`src/fccw_pkg.sv`:
```
package fccw_pkg;

  localparam int unsigned CLUSTER_W = 28;
  localparam int unsigned VALUE_W   = 32;
  localparam int unsigned BLOCK_W   = 48;
  localparam int unsigned COUNT_W   = 40;
  localparam int unsigned BRENT_W   = 30;
  localparam int unsigned ADDR_W    = 5;
  localparam int unsigned DATA_W    = 32;

  // Masked FAT entry codes
  localparam logic [CLUSTER_W-1:0] FAT_BAD     = 28'hFFFFFF7;
  localparam logic [CLUSTER_W-1:0] FAT_EOC_MIN = 28'hFFFFFF8;
  localparam logic [CLUSTER_W-1:0] FAT_FREE    = 28'h0000000;

  // Input actions
  localparam logic ACT_START = 1'b0;
  localparam logic ACT_ENTRY = 1'b1;

  // Register indexes (byte address / 4)
  localparam logic [2:0] REG_VOLUME_BASE  = 3'd0;
  localparam logic [2:0] REG_DATA_START   = 3'd1;
  localparam logic [2:0] REG_SECTORS_PC   = 3'd2;
  localparam logic [2:0] REG_BLOCKS_PS    = 3'd3;
  localparam logic [2:0] REG_CLUSTER_TOT  = 3'd4;

  typedef enum logic [2:0] {
    STATUS_OK            = 3'd0,
    STATUS_OUT_OF_VOLUME = 3'd1,
    STATUS_BAD           = 3'd2,
    STATUS_FREE          = 3'd3,
    STATUS_LOOP          = 3'd4,
    STATUS_NO_CHAIN      = 3'd5
  } status_t;

  typedef struct packed {
    logic [31:0]          volume_base_block;
    logic [31:0]          data_offset;
    logic [7:0]           clus_sectors;
    logic [3:0]           sec_blocks;
    logic [CLUSTER_W-1:0] cluster_total;
  } cfg_t;

endpackage

```
`src/fat32_cluster_chain_walker.sv`:
```
// Channel | Direction | Transfer when       | Payload
// --------+-----------+---------------------+-------------------------------------------
// in_     | input     | in_valid & in_ready | action, value
// out_    | output    | out_valid&out_ready | fetch_cluster, frag_*, last, status
// cfg     | input     | psel&penable&pwrite | APB register write, paddr[4:2] = index
//
// One item at a time: in_ready is high only while the sequencer is idle.
// Items that end or fail without address arithmetic go from the check state
// straight to emit; a step that needs a block address also passes through
// the sec, blk, per and dec states, paced by the shared multiply-add unit,
// used three times in turn (sector, block, size).
// A stalled output holds the sequencer in its emit state; the result
// register frees as soon as the consumer takes it. Reset is synchronous and
// clears the walk and the configuration to their defaults.
module fat32_cluster_chain_walker
  import fccw_pkg::*;
(
  input  logic                 clk,
  input  logic                 rst_n,
  // input channel
  input  logic                 in_valid,
  output logic                 in_ready,
  input  logic                 in_action,
  input  logic [VALUE_W-1:0]   in_value,
  // result channel
  output logic                 out_valid,
  input  logic                 out_ready,
  output logic [CLUSTER_W-1:0] out_fetch_cluster,
  output logic                 out_frag_valid,
  output logic [BLOCK_W-1:0]   out_frag_block,
  output logic [COUNT_W-1:0]   out_frag_blocks,
  output logic                 out_last,
  output logic [2:0]           out_status,
  // configuration port
  input  logic                 psel,
  input  logic                 penable,
  input  logic                 pwrite,
  input  logic [ADDR_W-1:0]    paddr,
  input  logic [DATA_W-1:0]    pwdata,
  output logic [DATA_W-1:0]    prdata,
  output logic                 pready
);

  typedef enum logic [2:0] {
    S_IDLE, S_CHECK, S_SEC, S_BLK, S_PER, S_DEC, S_EMIT
  } state_t;

  cfg_t cfg;

  state_t state_r;

  // latched item
  logic                 act_r;
  logic [VALUE_W-1:0]   val_r;
  logic                 begin_r;

  // walk state
  logic                 walking_r;
  logic [CLUSTER_W-1:0] cur_r;
  logic [CLUSTER_W-1:0] tort_r;
  logic [BRENT_W-1:0]   power_r;
  logic [BRENT_W-1:0]   steps_r;
  logic [BLOCK_W-1:0]   ofb_r;
  logic [COUNT_W-1:0]   ofc_r;
  logic [BLOCK_W-1:0]   nb_r;

  // staged result
  logic [CLUSTER_W-1:0] rs_fetch_r;
  logic                 rs_fv_r;
  logic [BLOCK_W-1:0]   rs_fb_r;
  logic [COUNT_W-1:0]   rs_fc_r;
  logic                 rs_last_r;
  status_t              rs_status_r;

  // output register
  logic                 out_valid_r;
  logic [CLUSTER_W-1:0] out_fetch_r;
  logic                 out_fv_r;
  logic [BLOCK_W-1:0]   out_fb_r;
  logic [COUNT_W-1:0]   out_fc_r;
  logic                 out_last_r;
  status_t              out_status_r;

  // shared multiply-add unit
  logic [36:0]          op_a;
  logic [7:0]           op_b;
  logic [31:0]          op_c;
  logic [BLOCK_W-1:0]   mres;

  // check-stage helpers
  logic [32:0]          vol_lim;
  logic                 val_in_vol;
  logic [CLUSTER_W-1:0] next_cl;
  logic                 next_in_vol;
  logic                 brent_hit;
  logic [CLUSTER_W-1:0] tort_eff;
  logic [BRENT_W-1:0]   steps_eff;
  logic                 contiguous;
  logic [11:0]          per;

  fccw_cfg u_cfg (
    .clk     (clk),
    .rst_n   (rst_n),
    .psel    (psel),
    .penable (penable),
    .pwrite  (pwrite),
    .paddr   (paddr),
    .pwdata  (pwdata),
    .prdata  (prdata),
    .pready  (pready),
    .cfg     (cfg)
  );

  fccw_madd u_madd (
    .clk  (clk),
    .op_a (op_a),
    .op_b (op_b),
    .op_c (op_c),
    .res  (mres)
  );

  // Feed the unit: sector offset, then block address, then cluster size
  always_comb begin
    unique case (state_r)
      S_SEC: begin
        op_a = {9'd0, cur_r - 28'd2};
        op_b = cfg.clus_sectors;
        op_c = cfg.data_offset;
      end
      S_BLK: begin
        op_a = mres[36:0];
        op_b = {4'd0, cfg.sec_blocks};
        op_c = cfg.volume_base_block;
      end
      default: begin
        op_a = {29'd0, cfg.clus_sectors};
        op_b = {4'd0, cfg.sec_blocks};
        op_c = '0;
      end
    endcase
  end

  // Range checks: valid clusters are 2 .. cluster_total + 1
  assign vol_lim     = {5'd0, cfg.cluster_total} + 33'd1;
  assign val_in_vol  = (val_r >= 32'd2) && ({1'b0, val_r} <= vol_lim);
  assign next_cl     = val_r[CLUSTER_W-1:0];
  assign next_in_vol = (next_cl >= 28'd2) && ({5'd0, next_cl} <= vol_lim);

  // Brent: on reaching the power, move the tortoise up and double the power
  assign brent_hit = (power_r == steps_r);
  assign tort_eff  = brent_hit ? cur_r : tort_r;
  assign steps_eff = brent_hit ? '0 : steps_r;

  assign per        = mres[11:0];
  assign contiguous = ({1'b0, ofb_r} + {9'd0, ofc_r}) == {1'b0, nb_r};

  assign in_ready = (state_r == S_IDLE);

  always_ff @(posedge clk) begin
    if (!rst_n) begin
      state_r     <= S_IDLE;
      walking_r   <= 1'b0;
      cur_r       <= '0;
      tort_r      <= '0;
      power_r     <= {{(BRENT_W-1){1'b0}}, 1'b1};
      steps_r     <= '0;
      ofb_r       <= '0;
      ofc_r       <= '0;
      out_valid_r <= 1'b0;
    end else begin
      // drop the result once taken, unless the emit state reloads it now
      if (out_valid_r && out_ready && (state_r != S_EMIT)) begin
        out_valid_r <= 1'b0;
      end

      unique case (state_r)
        S_IDLE: begin
          if (in_valid) begin
            act_r   <= in_action;
            val_r   <= in_value;
            state_r <= S_CHECK;
          end
        end

        S_CHECK: begin
          // defaults for every terminating result
          rs_fetch_r  <= '0;
          rs_fv_r     <= 1'b0;
          rs_fb_r     <= '0;
          rs_fc_r     <= '0;
          rs_last_r   <= 1'b1;
          rs_status_r <= STATUS_OK;
          state_r     <= S_EMIT;
          begin_r     <= 1'b0;
          if (act_r == ACT_START) begin
            // abandon any walk in progress
            walking_r <= 1'b0;
            cur_r     <= '0;
            if (val_r == '0) begin
              rs_status_r <= STATUS_OK;
            end else if (!val_in_vol) begin
              rs_status_r <= STATUS_OUT_OF_VOLUME;
            end else begin
              walking_r <= 1'b1;
              cur_r     <= val_r[CLUSTER_W-1:0];
              tort_r    <= val_r[CLUSTER_W-1:0];
              power_r   <= {{(BRENT_W-1){1'b0}}, 1'b1};
              steps_r   <= '0;
              begin_r   <= 1'b1;
              state_r   <= S_SEC;
            end
          end else if (!walking_r) begin
            rs_status_r <= STATUS_NO_CHAIN;
          end else begin
            priority if (next_cl >= FAT_EOC_MIN) begin
              rs_fv_r   <= 1'b1;
              rs_fb_r   <= ofb_r;
              rs_fc_r   <= ofc_r;
              walking_r <= 1'b0;
              cur_r     <= '0;
            end else if (next_cl == FAT_BAD) begin
              rs_status_r <= STATUS_BAD;
              walking_r   <= 1'b0;
              cur_r       <= '0;
            end else if (next_cl == FAT_FREE) begin
              rs_status_r <= STATUS_FREE;
              walking_r   <= 1'b0;
              cur_r       <= '0;
            end else begin
              tort_r  <= tort_eff;
              steps_r <= steps_eff + 30'd1;
              if (brent_hit) begin
                power_r <= {power_r[BRENT_W-2:0], 1'b0};
              end
              if (next_cl == tort_eff) begin
                rs_status_r <= STATUS_LOOP;
                walking_r   <= 1'b0;
                cur_r       <= '0;
              end else if (!next_in_vol) begin
                rs_status_r <= STATUS_OUT_OF_VOLUME;
                walking_r   <= 1'b0;
                cur_r       <= '0;
              end else begin
                cur_r   <= next_cl;
                state_r <= S_SEC;
              end
            end
          end
        end

        S_SEC: state_r <= S_BLK;

        S_BLK: state_r <= S_PER;

        S_PER: begin
          nb_r    <= mres;
          state_r <= S_DEC;
        end

        S_DEC: begin
          rs_fetch_r  <= cur_r;
          rs_last_r   <= 1'b0;
          rs_status_r <= STATUS_OK;
          rs_fv_r     <= 1'b0;
          rs_fb_r     <= '0;
          rs_fc_r     <= '0;
          if (begin_r) begin
            ofb_r <= nb_r;
            ofc_r <= {28'd0, per};
          end else if (contiguous) begin
            // extend the open fragment
            ofc_r <= ofc_r + {28'd0, per};
          end else begin
            // emit the old fragment and open a new one
            rs_fv_r <= 1'b1;
            rs_fb_r <= ofb_r;
            rs_fc_r <= ofc_r;
            ofb_r   <= nb_r;
            ofc_r   <= {28'd0, per};
          end
          state_r <= S_EMIT;
        end

        S_EMIT: begin
          if (!out_valid_r || out_ready) begin
            out_valid_r  <= 1'b1;
            out_fetch_r  <= rs_fetch_r;
            out_fv_r     <= rs_fv_r;
            out_fb_r     <= rs_fb_r;
            out_fc_r     <= rs_fc_r;
            out_last_r   <= rs_last_r;
            out_status_r <= rs_status_r;
            state_r      <= S_IDLE;
          end
        end

        default: state_r <= S_IDLE;
      endcase
    end
  end

  assign out_valid         = out_valid_r;
  assign out_fetch_cluster = out_fetch_r;
  assign out_frag_valid    = out_fv_r;
  assign out_frag_block    = out_fb_r;
  assign out_frag_blocks   = out_fc_r;
  assign out_last          = out_last_r;
  assign out_status        = out_status_r;

endmodule

```
`src/fccw_cfg.sv`:
```
module fccw_cfg
  import fccw_pkg::*;
(
  input  logic              clk,
  input  logic              rst_n,
  input  logic              psel,
  input  logic              penable,
  input  logic              pwrite,
  input  logic [ADDR_W-1:0] paddr,
  input  logic [DATA_W-1:0] pwdata,
  output logic [DATA_W-1:0] prdata,
  output logic              pready,
  output cfg_t              cfg
);

  cfg_t       cfg_r;
  logic [2:0] idx;
  logic       wr_en;

  assign idx    = paddr[ADDR_W-1:2];
  assign wr_en  = psel && penable && pwrite;
  assign pready = 1'b1;
  assign cfg    = cfg_r;

  always_ff @(posedge clk) begin
    if (!rst_n) begin
      cfg_r.volume_base_block <= '0;
      cfg_r.data_offset       <= '0;
      cfg_r.clus_sectors      <= 8'd1;
      cfg_r.sec_blocks        <= 4'd1;
      cfg_r.cluster_total     <= 28'd1;
    end else if (wr_en) begin
      unique case (idx)
        REG_VOLUME_BASE: cfg_r.volume_base_block <= pwdata;
        REG_DATA_START:  cfg_r.data_offset       <= pwdata;
        REG_SECTORS_PC:  cfg_r.clus_sectors      <= pwdata[7:0];
        REG_BLOCKS_PS:   cfg_r.sec_blocks        <= pwdata[3:0];
        REG_CLUSTER_TOT: cfg_r.cluster_total     <= pwdata[CLUSTER_W-1:0];
        default: ;
      endcase
    end
  end

  always_comb begin
    unique case (idx)
      REG_VOLUME_BASE: prdata = cfg_r.volume_base_block;
      REG_DATA_START:  prdata = cfg_r.data_offset;
      REG_SECTORS_PC:  prdata = {24'd0, cfg_r.clus_sectors};
      REG_BLOCKS_PS:   prdata = {28'd0, cfg_r.sec_blocks};
      REG_CLUSTER_TOT: prdata = {4'd0, cfg_r.cluster_total};
      default:         prdata = '0;
    endcase
  end

endmodule

```
`src/fccw_madd.sv`:
```
module fccw_madd
  import fccw_pkg::*;
(
  input  logic               clk,
  input  logic [36:0]        op_a,
  input  logic [7:0]         op_b,
  input  logic [31:0]        op_c,
  output logic [BLOCK_W-1:0] res
);

  // res = op_a * op_b + op_c, registered
  logic [44:0]        prod;
  logic [BLOCK_W-1:0] res_nxt;
  logic [BLOCK_W-1:0] res_r;

  assign prod    = {8'd0, op_a} * {37'd0, op_b};
  assign res_nxt = {3'd0, prod} + {16'd0, op_c};
  assign res     = res_r;

  always_ff @(posedge clk) begin
    res_r <= res_nxt;
  end

endmodule

```
`config.mk`:
```
export PLATFORM = sky130hd
export DESIGN_NAME = fat32_cluster_chain_walker
export DESIGN_NICKNAME = d
export VERILOG_FILES = /design/src/fccw_pkg.sv /design/src/fat32_cluster_chain_walker.sv /design/src/fccw_cfg.sv /design/src/fccw_madd.sv
export SDC_FILE = /design/constraint.sdc
export NUM_CORES = 2
export LEC_CHECK = 0
export BUFFER_PORTS_ARGS = -buffer_cell sky130_fd_sc_hd__buf_2
export CORE_MARGIN = 2
export CORE_UTILIZATION = 40
export DETAILED_ROUTE_END_ITERATION = 7
export GPL_TIMING_DRIVEN = 0
export PLACE_DENSITY_LB_ADDON = 0.2
export SKIP_CTS_REPAIR_TIMING = 1
export SYNTH_ARGS = -nofsm -noshare
export SYNTH_HDL_FRONTEND = slang
export SYNTH_SLANG_ARGS = --single-unit
```
`constraint.sdc`:
```
create_clock -name clk -period 14.2 [get_ports clk]
set_input_delay 0 -clock clk [delete_from_list [all_inputs] [get_ports clk]]
set_output_delay 0 -clock clk [all_outputs]
set_load 0.02 [all_outputs]
```
==> After elaboration in Yosys (flattened, before gate mapping) <==
Cells that the tools add are included.
{ "word_totals": {"out_inout_bits": 156, "ramBits": 0, "memories": 0, "input_bits": 77, "elab_cells": 191, "reg_bits": 685, "romBits": 0, "latch_bits": 0} }
{ "classes": {"n_mux": 95, "mul": 1, "reduce_logical": 29, "div_mod_pow": 0, "n_bitwise": 0, "addsub": 6, "n_shift": 0, "n_eq_ne": 24, "n_lt_le_gt_ge": 5} }
{ "ops": {"columns": ["op", "n"], "rows": [
  ["$mux 30", 16],
  ["$mux 28", 17],
  ["$mux 48", 7],
  ["$mux 40", 7],
  ["$pmux 32 s5", 1],
  ["$pmux 48 s2", 1],
  ["$pmux 40 s2", 1],
  ["$pmux 37 s2", 1],
  ["$pmux 32 s2", 1],
  ["$pmux 28 s2", 1],
  ["$mux 3", 17],
  ["$add 48x40->49", 1],
  ["$eq 49x48->1", 1],
  ["$add 45x32->46", 1],
  ["$mul 37x8->45", 1],
  ["$add 40x12->40", 1],
  ["$ge 32x2->1 const B", 1],
  ["$le 32x29->1", 1],
  ["$logic_not 32->1", 1],
  ["$add 30x1->30 const B", 1],
  ["$eq 30x30->1", 1],
  ["$add 28x1->29 const B", 1],
  ["$le 28x29->1", 1],
  ["$eq 28x28->1", 1],
  ["25 further kinds", 77]
]} }

==> Depth between registers and ports, before layout <==
{ "logic_depth": {"depth_word": 11, "mapped_depth": 31, "depth_no_buf": 30} }

==> Hierarchy <==
A second synthesis with hierarchy kept.
{ "hier_totals": {"cells_unflattened": 4453, "area_unflattened_um2": 43683.1} }
{ "by_module_without_submodules": {"columns": ["module", "seq_area_each_um2", "cells_per_inst", "n_inst", "area_each_um2"], "rows": [
  ["fat32_cluster_chain_walker", 13913.3, 2658, 1, 27582.7],
  ["fccw_madd", 920.9, 1290, 1, 11378.4],
  ["fccw_cfg", 2082.0, 505, 1, 4722.0]
]} }

==> Least setup slack after synthesis <==
OpenSTA, ideal clock, no wires.
{ "synth_path": {"kind": "reg2reg", "from": "register state_r[0]", "to": "register out_fetch_r[0], in the netlist out_fetch_cluster[0] (enable)", "path_buffers": 3, "path_stages_with_launch": 6, "required_time_ps": 13433, "slack_ps": 3650, "t_arrival_ps": 9783, "setup_ps": 767, "synth_period_minus_slack_ps": 10550, "path_cell_list": "dfxtp_1 clkbuf_1 clkbuf_1 buf_1 nand2b_1 nor3b_1"} }
{ "synth_via": {"elab_chain_len": 2} }
{ "synth_rtl": {"columns": ["element", "line_no", "text"], "rows": [
  ["start, declared", "fat32_cluster_chain_walker.sv:50", "state_t state_r;"],
  ["start signal, assigned", "fat32_cluster_chain_walker.sv:161", "state_r <= S_IDLE;"],
  ["start signal, assigned", "fat32_cluster_chain_walker.sv:181", "state_r <= S_CHECK;"],
  ["start signal, assigned", "fat32_cluster_chain_walker.sv:193", "state_r <= S_EMIT;"],
  ["$eq 3x3->1", "fat32_cluster_chain_walker.sv:176", "unique case (state_r)"],
  ["$reduce_and 3->1 (no line)", null, null],
  ["end signal, assigned", "fat32_cluster_chain_walker.sv:287", "out_fetch_r <= rs_fetch_r;"],
  ["end, declared", "fat32_cluster_chain_walker.sv:77", "logic [CLUSTER_W-1:0] out_fetch_r;"]
]} }
Every way passes these cells.
A chain may end at the register's enable or synchronous reset.

==> Final worst setup path <==
{ "layout_path": {"from": "register cur_r[9]", "to": "register u_madd.res_r[40], in the netlist u_madd.res[40]"} }
{ "layout_via": {"elab_chain_len": 4} }
{ "layout_rtl": {"columns": ["element", "line_no", "text"], "rows": [
  ["start, declared", "fat32_cluster_chain_walker.sv:59", "logic [CLUSTER_W-1:0] cur_r;"],
  ["start signal, assigned", "fat32_cluster_chain_walker.sv:205", "cur_r <= val_r[CLUSTER_W-1:0];"],
  ["start signal, assigned", "fat32_cluster_chain_walker.sv:244", "cur_r <= next_cl;"],
  ["$sub 28x2->28", "fat32_cluster_chain_walker.sv:126", "op_a = {9'd0, cur_r - 28'd2};"],
  ["$pmux 37 s2", "fat32_cluster_chain_walker.sv:124", "unique case (state_r)"],
  ["$mul 37x8->45", "fccw_madd.sv:16", "assign prod = {8'd0, op_a} * {37'd0, op_b};"],
  ["$add 45x32->46", "fccw_madd.sv:17", "assign res_nxt = {3'd0, prod} + {16'd0, op_c};"],
  ["net u_madd.res_nxt[40]", "fccw_madd.sv:13", "logic [BLOCK_W-1:0] res_nxt;"],
  ["end signal, assigned", "fccw_madd.sv:21", "res_r <= res_nxt;"],
  ["end, declared", "fccw_madd.sv:14", "logic [BLOCK_W-1:0] res_r;"]
]} }
The timed path passes the listed nets, and every way through them passes these cells.

==> flow_summary.toml <==
[setup_path]
path_max_fanout = 8
regToRegSetupSlack_ns = 5.09
worst_ep_required_time_ns = 14.76
critPathMaxStageDelay_ns = 0.72
timing.rr.start = "cur_r[9]"
timing.rr.end = "u_madd.res[40]"
worstPathArrival_ns = 9.67
startpoint_type = "flop"
cp-end-kind = "flop"
crit_buf_inv = 4
slowest_stage = "a2111oi_0"
cp_common_cell = "fa_1"
cpLargestDelayFamily = "compound AO/OA/AOI/OAI gates"
critical_path_class = "flop to flop"
reg2reg_depth = 27

[global_route]
track_usage_pct = 26.4
grt_overflow = 0
grt_pass1_vias = 33984
antenna_found_initial = 7
met3_usage_pct = 4.35
grt-busiest-layer = "met2"
grt_use_met2_pct = 41.3
grt_pass1_wl_mm = 218
use_met1_pct = 37.4
grt_max_degree = 70

[synthesis]
synthTopCellsByCount = "583 x nand2_1, 442 x nor2_1, 357 x dfxtp_1, 318 x edfxtp_1, 301 x inv_1"
synth_cell_type_count = 94
ys_async_sr_fraction_pct = 0
syn_inst = 4544
synth_top_area_share_pct = 22.3
synth_edf_count = 318
syn-cell-area_um2 = 42800
yosys.cell_count.top_type = "nand2_1"
synth_ff_type = "dfxtp_1"
yosys_register_bits = 675
yosys-top-cells-area = "edfxtp_1 22%, dfxtp_1 17%, fa_1 11%"
yosysWarnings = 0
yosysSeqAreaShare_pct = 39.0
syn_area_per_cell_um2 = 9.42
yosysTopAreaCell = "edfxtp_1"

[drt]
dr_total_vias = 35673
route.detailed.drc = 0
drt-initial-drc-count = 3150
routed_wl_mm = 147
ant_nets = 0
first_pass_iters = 8
vias_per_cell = 5.54
wire_per_inst_um = 22.8

[final_layout]
finalNonFillerCells = 6438
final_area_um2 = 49200
multi_input_area_um2 = 24000
area_growth_pct = 15.0
seq_area_um2 = 16700
final_util_pct = 46.2
layout.nets = 5449
fillers = 10353
drive_gt1_share_pct = 9.44

[sta]
tightest_slew_ns = 1.35
setup_viol = 0
timing.hold.ws_ns = -0.0466
post-route-period-util_pct = 64.2
relSlewSlack_pct = 7.12
hold_viol = 2
drv_slew = 0
skew_ns = 0.0252
period_minus_slack_ns = 9.11
fmax_mhz = 110
rsz0062_at_grt = "no"

[outcome]
violations = "negative hold slack"
status = "finished with violations"

[clock_tree]
clk_path_buf_depth = 3
tritoncts = "yes"
cts_buffers = 77
cts.clk_slew.worst_paths_ns = 0.06
htree_levels = 3
clock_sinks = 675
clkLatencyLatePin_ns = 0.66
cts-root-buf = "clkbuf_16"

[hold_path]
worstHoldStart = "penable"
worstHoldPathCells = 5
hold-path-endpoint = "u_cfg.cfg[72]"
hp-class = "primary input to flop"

[floorplanning]
start_util_pct = 40.2
coreArea_um2 = 107000
die_area_um2 = 110000
fp.dieH_um = 331
floorplan.rows = 120
num_io_pins = 233
die_w_um = 331

[pwr]
total_leakage_power_nw = 19.4
power_w = 0.00481
ir_worst_vdd_mv = 0.0721
pwr_density_cell_nw_per_um2 = 97.8

[placed_design]
io_buffers = 226
place_hpwl_mm = 117
routabilityCongestion = 0.977
post_dp_cell_area_um2 = 46000
dpl.cell_count = 6225

[run]
maxCapViolCount = 0
final cells by class:
cell class,instances,share of cell area [%]
well taps,1403,3.57
flip-flops and latches,675,33.9
diodes,1,0.00508
multi-input cells,3340,48.8
plain buffers,265,2.31
clock inverters,38,0.778
clock buffers,105,4.30
repair buffers,309,4.05
inverters,302,2.30
cells by family after synthesis:
logic type / synth area share [%]
multiplexers: 3.79
adder cells (fa/ha/maj): 16.0
other: 0.0175
AND/OR/NAND/NOR: 17.3
AO/OA/AOI/OAI: 13.8
XOR/XNOR: 4.81
buffers and inverters: 5.30
flip-flops: 39.0
registers in the layout, indices dropped and copies added (netlist names), 28 cells and up:
| signal | flops |
|---|---|
| u_cfg.cfg | 104 |
| nb_r | 46 |
| ofb_r | 46 |
| out_frag_block | 46 |
| rs_fb_r | 46 |
| u_madd.res | 46 |
| ofc_r | 40 |
| out_frag_blocks | 40 |
| rs_fc_r | 40 |
| val_r | 32 |
| power_r | 30 |
| steps_r | 30 |
| cur_r | 28 |
| out_fetch_cluster | 28 |
| rs_fetch_r | 28 |
| tort_r | 28 |
worst max-delay path by stage:
stage / start / end / slack (ns) / depth (start not counted)
after floorplan: state_r[0] / out_fetch_cluster[0] / 3.65 / 5
after global placement: state_r[0] / out_frag_block[41] / -1.33 / 5
after detailed placement: state_r[1] / u_madd.res[39] / 5.25 / 25
after CTS: cur_r[9] / u_madd.res[40] / 5.18 / 28
after global routing: cur_r[9] / u_madd.res[40] / 4.49 / 28
final: cur_r[9] / u_madd.res[40] / 5.09 / 27
per-layer routing:
layer  vias up  wire [um]
li1      16686          -
met1     17389      65900
met2      1353      65400
met3       241      10700
met4         4       4760
met5         -         26
per-stage QoR:
step                TNS (ns)  setup WS, ns  hold WS [ns]
finish                     0          5.09       -0.0466
global route               0          4.49       0.00421
CTS                        0          5.18        -0.523
detailed placement         0          5.25         0.178
global placement     -153.68         -1.33         0.177
floorplan                  0          3.65        0.0989
tightest hold or removal path, delay by kind of cell:
family                 cells  cell delay (ns)
and+or+nand+nor            3             0.39
buffers and inverters      1             0.10
AOI/OAI and AO/OA          1             0.05
report_power, final:
| group | switching [W] | internal [W] |
|---|---|---|
| registers | 0.0000625 | 0.00211 |
| logic | 0.000429 | 0.000225 |
| clock network | 0.000827 | 0.00116 |
| total | 0.00132 | 0.00349 |
layout by cell type, fill, tap and decap left out, types with 36 or more instances in the layout:
cell / instances
inv_1: 301
o21ai_0: 117
buf_2: 244
clkbuf_16: 79
and3_1: 55
a21o_1: 65
nor4_1: 36
a22o_1: 57
dlygate4sd3_1: 69
ha_1: 158
mux2i_1: 116
nor3_1: 122
clkbuf_1: 228
nand3_1: 111
nor2_1: 442
a21boi_0: 88
nand4_1: 86
xor2_1: 115
nand2_1: 583
fa_1: 244
dfxtp_1: 357
xnor2_1: 120
mux2_2: 40
a21oi_1: 281
edfxtp_1: 318
conb_1: 40
Power figures use the tool's default switching activity.
